<file path="config.mk">
export PLATFORM = sky130hd
export DESIGN_NAME = ordered_list_insert_delete_flat
export DESIGN_NICKNAME = d
export VERILOG_FILES = /design/src/hdl/olid_pkg.sv /design/src/hdl/olid_stream_if.sv /design/src/hdl/olid_cell.sv /design/src/hdl/ordered_list_insert_delete.sv /design/src/flat_wrapper.sv
export SDC_FILE = /design/constraint.sdc
export NUM_CORES = 2
export LEC_CHECK = 0
export BUFFER_PORTS_ARGS = -buffer_cell sky130_fd_sc_hd__buf_2
export CAP_MARGIN = 20
export CORE_ASPECT_RATIO = 0.5
export CORE_MARGIN = 3
export CORE_UTILIZATION = 63
export DETAILED_ROUTE_END_ITERATION = 8
export PLACE_DENSITY = 0.85
export SLEW_MARGIN = 10
export SYNTH_ARGS = -nofsm -noshare
export SYNTH_HDL_FRONTEND = slang
export SYNTH_HIERARCHICAL = 1
export SYNTH_SLANG_ARGS = --single-unit
</file>
<file path="constraint.sdc">
create_clock -name clk -period 4.2 [get_ports clk]
set_input_delay 0.21 -clock clk [delete_from_list [all_inputs] [get_ports clk]]
set_output_delay 0.21 -clock clk [all_outputs]
set_load 0.02 [all_outputs]
</file>
<file path="src/hdl/olid_pkg.sv">
// ---------------------------------------------------------------------------
// olid_pkg
// shared types and codes for the ordered list block: request and result
// payloads, request and status codes, per-cell control
// ---------------------------------------------------------------------------
package olid_pkg;

	localparam int DATA_W      = 32;
	localparam int MAX_RESULTS = 16;

	typedef enum logic [2:0] {
		REQ_APPEND    = 3'd0,
		REQ_DEL_FIRST = 3'd1,
		REQ_DEL_LAST  = 3'd2,
		REQ_DEL_VALUE = 3'd3,
		REQ_READ_ALL  = 3'd4
	} req_code_t;

	typedef enum logic [1:0] {
		ST_OK       = 2'd0,
		ST_EMPTY    = 2'd1,
		ST_NOTFOUND = 2'd2,
		ST_FULL     = 2'd3
	} status_t;

	typedef struct packed {
		logic [2:0]               req_type;
		logic signed [DATA_W-1:0] operand_value;
	} req_t;

	typedef struct packed {
		logic [1:0]               status;
		logic signed [DATA_W-1:0] entry_value;
		logic                     last_of_run;
	} rsp_t;

	// per-cell control from the sequencer
	typedef struct packed {
		logic wr;        // take the operand (append at tail)
		logic shift;     // take the neighbour's entry (close a gap)
		logic cmp;       // compare entry with the operand
		logic rd_load;   // copy entry into the read-out chain
		logic rd_shift;  // take the neighbour's read-out word
	} cell_ctl_t;

endpackage

</file>
<file path="src/hdl/olid_stream_if.sv">
// ---------------------------------------------------------------------------
// olid_stream_if
// valid/ready channel carrying one payload item per handshake
// ---------------------------------------------------------------------------
interface olid_stream_if #(
	parameter type payload_t = logic
);
	logic     valid;
	logic     ready;
	payload_t data;

	modport source (output valid, output data, input ready);
	modport sink   (input valid, input data, output ready);
endinterface

</file>
<file path="src/hdl/olid_cell.sv">
// ---------------------------------------------------------------------------
// olid_cell
// one slot of the list: entry register, match flag and read-out word
// ---------------------------------------------------------------------------
module olid_cell
	import olid_pkg::*;
(
	input  logic                     clk,
	input  cell_ctl_t                ctl,
	input  logic                     occupied,
	input  logic signed [DATA_W-1:0] operand,
	input  logic signed [DATA_W-1:0] next_val,
	input  logic signed [DATA_W-1:0] next_rd,
	output logic signed [DATA_W-1:0] val,
	output logic signed [DATA_W-1:0] rd,
	output logic                     match
);

	logic signed [DATA_W-1:0] val_q;
	logic signed [DATA_W-1:0] rd_q;
	logic                     match_q;

	always_ff @(posedge clk) begin
		if (ctl.wr) begin
			val_q <= operand;
		end else if (ctl.shift) begin
			val_q <= next_val;
		end
		if (ctl.cmp) begin
			match_q <= occupied && (val_q == operand);
		end
		if (ctl.rd_load) begin
			rd_q <= val_q;
		end else if (ctl.rd_shift) begin
			rd_q <= next_rd;
		end
	end

	assign val   = val_q;
	assign rd    = rd_q;
	assign match = match_q;

endmodule

</file>
<file path="src/hdl/ordered_list_insert_delete.sv">
// ---------------------------------------------------------------------------
// ordered_list_insert_delete
// bounded ordered list of signed 32-bit entries held in a row of cells;
// append, delete first / last / by value, and read-all streaming
// ---------------------------------------------------------------------------
//
//  channel | dir | payload                                  | item
//  --------+-----+------------------------------------------+----------------
//  req     | in  | req_type[2:0], operand_value[31:0]       | one request
//  rsp     | out | status[1:0], entry_value[31:0], last_of_run | one result
//
// append, delete first, delete last and unknown codes: one item per cycle
// delete value: cells compare in parallel, then in S_DELV the gap closes
// read all: load the read-out chain, then one entry emitted per cycle while
//   the output is free (at most MAX_RESULTS), the chain shifting towards cell 0
// a waiting result in the output register holds off the next request
// arst_n clears sequencer, fill count and output valid; cell data has no reset
// ---------------------------------------------------------------------------
module ordered_list_insert_delete
	import olid_pkg::*;
#(
	parameter int CAPACITY = 16
) (
	input  logic                 clk,
	input  logic                 arst_n,
	olid_stream_if.sink          req,
	olid_stream_if.source        rsp
);

	localparam int CW  = $clog2(CAPACITY + 1);
	localparam int RLW = $clog2(MAX_RESULTS + 1);
	localparam int WW  = (CW > RLW) ? CW : RLW;

	typedef enum logic [1:0] {
		S_IDLE,
		S_DELV,
		S_READ
	} state_t;

	state_t           state_q, state_nxt;
	logic [CW-1:0]    count_q, count_nxt;
	logic [RLW-1:0]   rd_left_q, rd_left_nxt;
	logic             out_valid_q;
	rsp_t             out_q, out_nxt;
	logic             out_load;
	logic             out_free;
	logic             in_fire;

	// cell row
	cell_ctl_t                ctl      [CAPACITY];
	logic signed [DATA_W-1:0] cell_val [CAPACITY];
	logic signed [DATA_W-1:0] cell_rd  [CAPACITY];
	logic [CAPACITY-1:0]      match;
	logic [CAPACITY-1:0]      occupied;
	logic [CAPACITY-1:0]      after_hit;
	logic                     found;
	logic [WW-1:0]            count_w;

	genvar g;
	generate
		for (g = 0; g < CAPACITY; g++) begin : g_cell
			logic signed [DATA_W-1:0] nv;
			logic signed [DATA_W-1:0] nr;
			if (g == CAPACITY - 1) begin : g_end
				assign nv = '0;
				assign nr = '0;
			end else begin : g_mid
				assign nv = cell_val[g+1];
				assign nr = cell_rd[g+1];
			end
			assign occupied[g] = (CW'(g) < count_q);
			olid_cell u_cell (
				.clk      (clk),
				.ctl      (ctl[g]),
				.occupied (occupied[g]),
				.operand  (req.data.operand_value),
				.next_val (nv),
				.next_rd  (nr),
				.val      (cell_val[g]),
				.rd       (cell_rd[g]),
				.match    (match[g])
			);
		end
	endgenerate

	// every cell at or after the first hit moves one place towards the head
	always_comb begin
		after_hit = match;
		for (int d = 1; d < CAPACITY; d = d * 2) begin
			after_hit = after_hit | (after_hit << d);
		end
	end
	assign found = |match;

	assign count_w  = WW'(count_q);
	assign out_free = !out_valid_q || rsp.ready;
	assign req.ready = (state_q == S_IDLE) && out_free;
	assign in_fire  = req.valid && req.ready;

	// sequencer: cell controls, next result, next count
	always_comb begin
		for (int i = 0; i < CAPACITY; i++) begin
			ctl[i] = '0;
		end
		state_nxt   = state_q;
		count_nxt   = count_q;
		rd_left_nxt = rd_left_q;
		out_load    = 1'b0;
		out_nxt.status      = ST_OK;
		out_nxt.entry_value = '0;
		out_nxt.last_of_run = 1'b1;

		case (state_q)
			S_IDLE: begin
				if (in_fire) begin
					case (req.data.req_type)
						REQ_APPEND: begin
							out_load = 1'b1;
							if (count_q == CW'(CAPACITY)) begin
								out_nxt.status = ST_FULL;
							end else begin
								for (int i = 0; i < CAPACITY; i++) begin
									ctl[i].wr = (CW'(i) == count_q);
								end
								count_nxt = count_q + CW'(1);
							end
						end
						REQ_DEL_FIRST: begin
							out_load = 1'b1;
							if (count_q == '0) begin
								out_nxt.status = ST_EMPTY;
							end else begin
								for (int i = 0; i < CAPACITY; i++) begin
									ctl[i].shift = 1'b1;
								end
								count_nxt = count_q - CW'(1);
							end
						end
						REQ_DEL_LAST: begin
							out_load = 1'b1;
							if (count_q == '0) begin
								out_nxt.status = ST_EMPTY;
							end else begin
								count_nxt = count_q - CW'(1);
							end
						end
						REQ_DEL_VALUE: begin
							if (count_q == '0) begin
								out_load = 1'b1;
								out_nxt.status = ST_EMPTY;
							end else begin
								for (int i = 0; i < CAPACITY; i++) begin
									ctl[i].cmp = 1'b1;
								end
								state_nxt = S_DELV;
							end
						end
						REQ_READ_ALL: begin
							if (count_q == '0) begin
								out_load = 1'b1;
								out_nxt.status = ST_EMPTY;
							end else begin
								for (int i = 0; i < CAPACITY; i++) begin
									ctl[i].rd_load = 1'b1;
								end
								if (count_w > WW'(MAX_RESULTS)) begin
									rd_left_nxt = RLW'(MAX_RESULTS);
								end else begin
									rd_left_nxt = RLW'(count_w);
								end
								state_nxt = S_READ;
							end
						end
						default: begin
							// unknown code: plain ok result, list untouched
							out_load = 1'b1;
						end
					endcase
				end
			end
			S_DELV: begin
				if (out_free) begin
					out_load  = 1'b1;
					state_nxt = S_IDLE;
					if (found) begin
						for (int i = 0; i < CAPACITY; i++) begin
							ctl[i].shift = after_hit[i];
						end
						count_nxt = count_q - CW'(1);
					end else begin
						out_nxt.status = ST_NOTFOUND;
					end
				end
			end
			S_READ: begin
				if (out_free) begin
					out_load            = 1'b1;
					out_nxt.entry_value = cell_rd[0];
					out_nxt.last_of_run = (rd_left_q == RLW'(1));
					for (int i = 0; i < CAPACITY; i++) begin
						ctl[i].rd_shift = 1'b1;
					end
					rd_left_nxt = rd_left_q - RLW'(1);
					if (rd_left_q == RLW'(1)) begin
						state_nxt = S_IDLE;
					end
				end
			end
			default: begin
				state_nxt = S_IDLE;
			end
		endcase
	end

	// state, fill count and output register
	always_ff @(posedge clk or negedge arst_n) begin
		if (!arst_n) begin
			state_q     <= S_IDLE;
			count_q     <= '0;
			rd_left_q   <= '0;
			out_valid_q <= 1'b0;
		end else begin
			state_q   <= state_nxt;
			count_q   <= count_nxt;
			rd_left_q <= rd_left_nxt;
			if (out_load) begin
				out_valid_q <= 1'b1;
			end else if (rsp.ready) begin
				out_valid_q <= 1'b0;
			end
		end
	end

	// result payload, no reset needed
	always_ff @(posedge clk) begin
		if (out_load) begin
			out_q <= out_nxt;
		end
	end

	assign rsp.valid = out_valid_q;
	assign rsp.data  = out_q;

endmodule

</file>
<file path="src/flat_wrapper.sv">
// flat-port wrapper written by rule: the top's interface ports become plain ports
module ordered_list_insert_delete_flat import olid_pkg::*;
#(
	parameter int CAPACITY = 16
)
  (clk, arst_n, req_valid, req_data, req_ready, rsp_valid, rsp_data, rsp_ready);
  olid_stream_if #(.payload_t(req_t)) req_i ();
  olid_stream_if #(.payload_t(rsp_t)) rsp_i ();
  input  logic clk;
  input  logic arst_n;
  input wire logic [$bits(req_i.valid)-1:0] req_valid;
  input wire logic [$bits(req_i.data)-1:0] req_data;
  output wire logic [$bits(req_i.ready)-1:0] req_ready;
  output wire logic [$bits(rsp_i.valid)-1:0] rsp_valid;
  output wire logic [$bits(rsp_i.data)-1:0] rsp_data;
  input wire logic [$bits(rsp_i.ready)-1:0] rsp_ready;
  assign req_i.valid = req_valid;
  assign req_i.data = req_data;
  assign req_ready = req_i.ready;
  assign rsp_valid = rsp_i.valid;
  assign rsp_data = rsp_i.data;
  assign rsp_i.ready = rsp_ready;
  ordered_list_insert_delete #(.CAPACITY(CAPACITY)) u_core (.clk(clk), .arst_n(arst_n), .req(req_i), .rsp(rsp_i));
endmodule
</file>
==> run metrics <==
die area 86730 um2; Max VDD drop 0.3454 mV; Residual DRC 0; Final setup viols 0; Hold Crit Endpoint u_core/g_cell[1].u_cell/val[31]; Fmax 275.7 MHz; Max-Cap Viols 0; Power, Total 30.20 mW; drt first pass iters 5; Adder-Cell Fraction of Synth Area 0.2392%; Avg Cell Area, Syn 16.16 um2; main combinational cell family by area after synthesis multiplexers; clock-pin slew on the worst setup and hold paths 70 ps; first-pass GRT wire length 156900 um; minimum clock period 3628 ps; Post-synth EDFFs 1075; row count 74; startpoint types flop; GP Congestion 0.9383; FF/Latch Area 32610 um2; actual slew at the worst max-slew pin 1054 ps; vias in the first global route 27920; Compound-Gate Fraction of Synth Area 1.349%; Cell Area, Synth 52310 um2; min-delay src req_data[31]; register area share after synthesis 62.34%; Simple-Gate Fraction of Synth Area 3.985%; clock root buffer clkbuf_16; period utilisation layout 86.38%; I/O Buffers 75; status finished clean; ys flop type edfxtp_1; arrival time at the worst endpoint 3930 ps; post-DP HPWL 67070 um; Fin. Hold Viols 0; post-synthesis mux area share 22.14%; die width 413.5 um; pwr/cell area 528.7 nW/um2; highest net fanout along the worst path 32; Critical Path RT 4500 ps; Leakage 18.91 nW; drt wl/cell 21.47 um; die height 209.7 um; nets@finish 3418; largest net degree at the start of global routing 138; R2R setup slack 570 ps; Synth Register Bits 1088; via count 26840; GRT Overall Usage 22.80%; fillers 5078; Max transition margin 28.97%; core area 81940 um2; Yosys top cell by area edfxtp_1; synth warn 6; worst r2r path cells 8; top cell type's share of synthesized area 61.72%; FFs w/ async S/R, synth 1.195%; I/O pins 76; XOR/XNOR Fraction of Synth Area 8.406%; Setup Total Neg Slack 0 ps; post-synth cell types 51; hold crit path type in -> reg; RSZ-0062 raised after global routing false; H-Tree Depth 3; clk buf depth 3; initial antenna violation count 9; drt total wl 97730 um; clock sinks 1088; worst skew pair latency 680 ps; vias per cell 5.898; remaining antenna violation count after routing 0; Setup Crit Path Kind reg -> reg; total CTS buffers 94; initial DRC count 2195; Worst Hold Depth 2; reg2reg start u_core/count_q[1]; Area Overhead vs Synth 9.214%; Slew Viols, Final 0; worst r2r dst u_core/g_cell[14].u_cell/val[16]; CTS tree done; Syn Inst Count 3236; Synth area leaders edfxtp_1, mux2_2, xor2_1, nor4_1, xnor2_1; multi-input logic area 19220 um2; fraction of layout cells with a size suffix above 1 39.51%; CP startpoint u_core/count_q[1]; Worst Setup End Kind flop; Final Skew 24.18 ps; GRT Residual Overflow 0; Initial Util 63.83%
==> cell usage after synthesis, types with 2 or more instances <==
cell type	count
buf_2	98
a221oi_1	2
or4_4	2
or4_1	3
mux2_2	1025
a22o_1	3
a21oi_1	7
o21ai_0	31
nand4_1	18
nor3_1	16
nor3b_1	2
o21ai_1	2
nand2b_1	5
nand2_1	43
edfxtp_1	1075
mux2i_1	4
o2111ai_1	16
or2_2	33
and2_1	2
dfrtp_1	13
nor2b_1	3
ha_1	10
nor4_2	18
xnor2_1	68
clkbuf_1	47
a2111oi_2	16
or3_1	3
inv_1	32
xor2_1	434
nor4_1	101
and3_1	34
nand3_1	29
and4_1	2
nor2_1	22
==> where the power goes <==
group	internal (mW)	switching, mW	total [mW]
combinational	2.26	3.11	5.38
sequential	14.9	1.34	16.2
clock	4.81	3.78	8.58
total	22.0	8.23	30.2
==> cell usage in the layout, fill, tap and decap left out, drive strengths merged, types with 13 or more instances in the layout <==
| cell type | Yosys | layout |
|---|---|---|
| dfrtp | 13 | 13 |
| clkbuf | 47 | 115 |
| or2 | 35 | 35 |
| clkinv | 0 | 40 |
| nand4 | 18 | 18 |
| xnor2 | 68 | 68 |
| mux2 | 1025 | 1025 |
| o21ai | 33 | 33 |
| inv | 32 | 35 |
| xor2 | 434 | 434 |
| o2111ai | 16 | 16 |
| a2111oi | 17 | 17 |
| nand2 | 43 | 43 |
| buf | 100 | 119 |
| nor2 | 22 | 22 |
| conb | 1 | 64 |
| nand3 | 29 | 29 |
| edfxtp | 1075 | 1075 |
| nor4 | 119 | 119 |
| nor3 | 17 | 17 |
| and3 | 34 | 34 |
==> registers in the layout, summed over array words and instances, names as in the netlist <==
| signal | count |
|---|---|
| u_core/count_q | 5 |
| u_core/g_cell.u_cell/match | 16 |
| u_core/g_cell.u_cell/rd | 512 |
| u_core/g_cell.u_cell/val | 512 |
| u_core/rd_left_q | 5 |
| u_core/rsp.data | 35 |
| u_core/rsp.valid | 1 |
| u_core/state_q | 2 |
==> critical path: stages, from the launching register on <==
cell	delay [ps]
dfrtp_1	700
inv_1	200
ha_1	280
nand2b_1	140
nor3_1	100
nor4_1	350
nand2_1	540
o21ai_0	280
or2_2	660
==> worst max-delay path by stage <==
stage	to	slack (ps)	cells past startpoint
6_report	u_core/g_cell[14].u_cell/val[16]	570	8
5_1_grt	u_core/g_cell[15].u_cell/val[29]	410	8
3_3_place_gp	u_core/g_cell[14].u_cell/val[24]	850	8
2_1_floorplan	u_core/rsp.data[0]	350	8
3_5_place_dp	u_core/g_cell[14].u_cell/val[23]	700	8
4_1_cts	u_core/g_cell[14].u_cell/val[24]	700	8
==> cells by family after synthesis <==
group,Yosys count
xor gates and xnor gates,502
buffers and inverters,179
adders and majority gates,10
DFF,1088
and+or+nand+nor,343
other,1
AOI/OAI and AO/OA,84
muxes,1029
==> what timing repair did <==
item | in CTS | in global routing
buffers inserted | 0 | 0
endpoints found under the hold margin | 13 | 0
gates resized for setup | 0 | 0
hold buffers | 2 | 0
endpoints found under the setup margin | 0 | 0
==> area by class of cell <==
class	instances	area share, %
Antenna cell	4	0.01752
Clock buffer	115	4.330
Clock inverter	57	0.9484
Inverter	32	0.2103
Multi-Input combinational cell	2032	33.65
Sequential cell	1088	57.08
Tap cell	1102	2.414
Timing Repair Buffer	121	1.349
==> per-layer routing <==
| metal | vias to the layer above | global-route usage, % | part of all wire [%] |
|---|---|---|---|
| li1 | 12600 | - | - |
| met1 | 13310 | 32.90 | 46 |
| met2 | 791 | 35.03 | 45 |
| met3 | 146 | 5.047 | 6.6 |
| met4 | 4 | 6.617 | 2.3 |
| met5 | - | 1.057 | 0.14 |
==> through the flow <==
stage                     util [%]  std cells  worst slack [ps]  hold WS [ps]  area, um2
final                        69.72       4551             572.2         64.78      57130
after global routing         69.71       4550             412.8         57.16      57120
after CTS                    69.69       4546             704.6         25.99      57100
after detailed placement     65.98       4372             701.7         121.1      54070
after global placement       65.98       4372             848.0         109.8      54070
after floorplan                  -       3299             348.2        -85.59      52540
No activity file was read; power rests on OpenSTA's default activity.
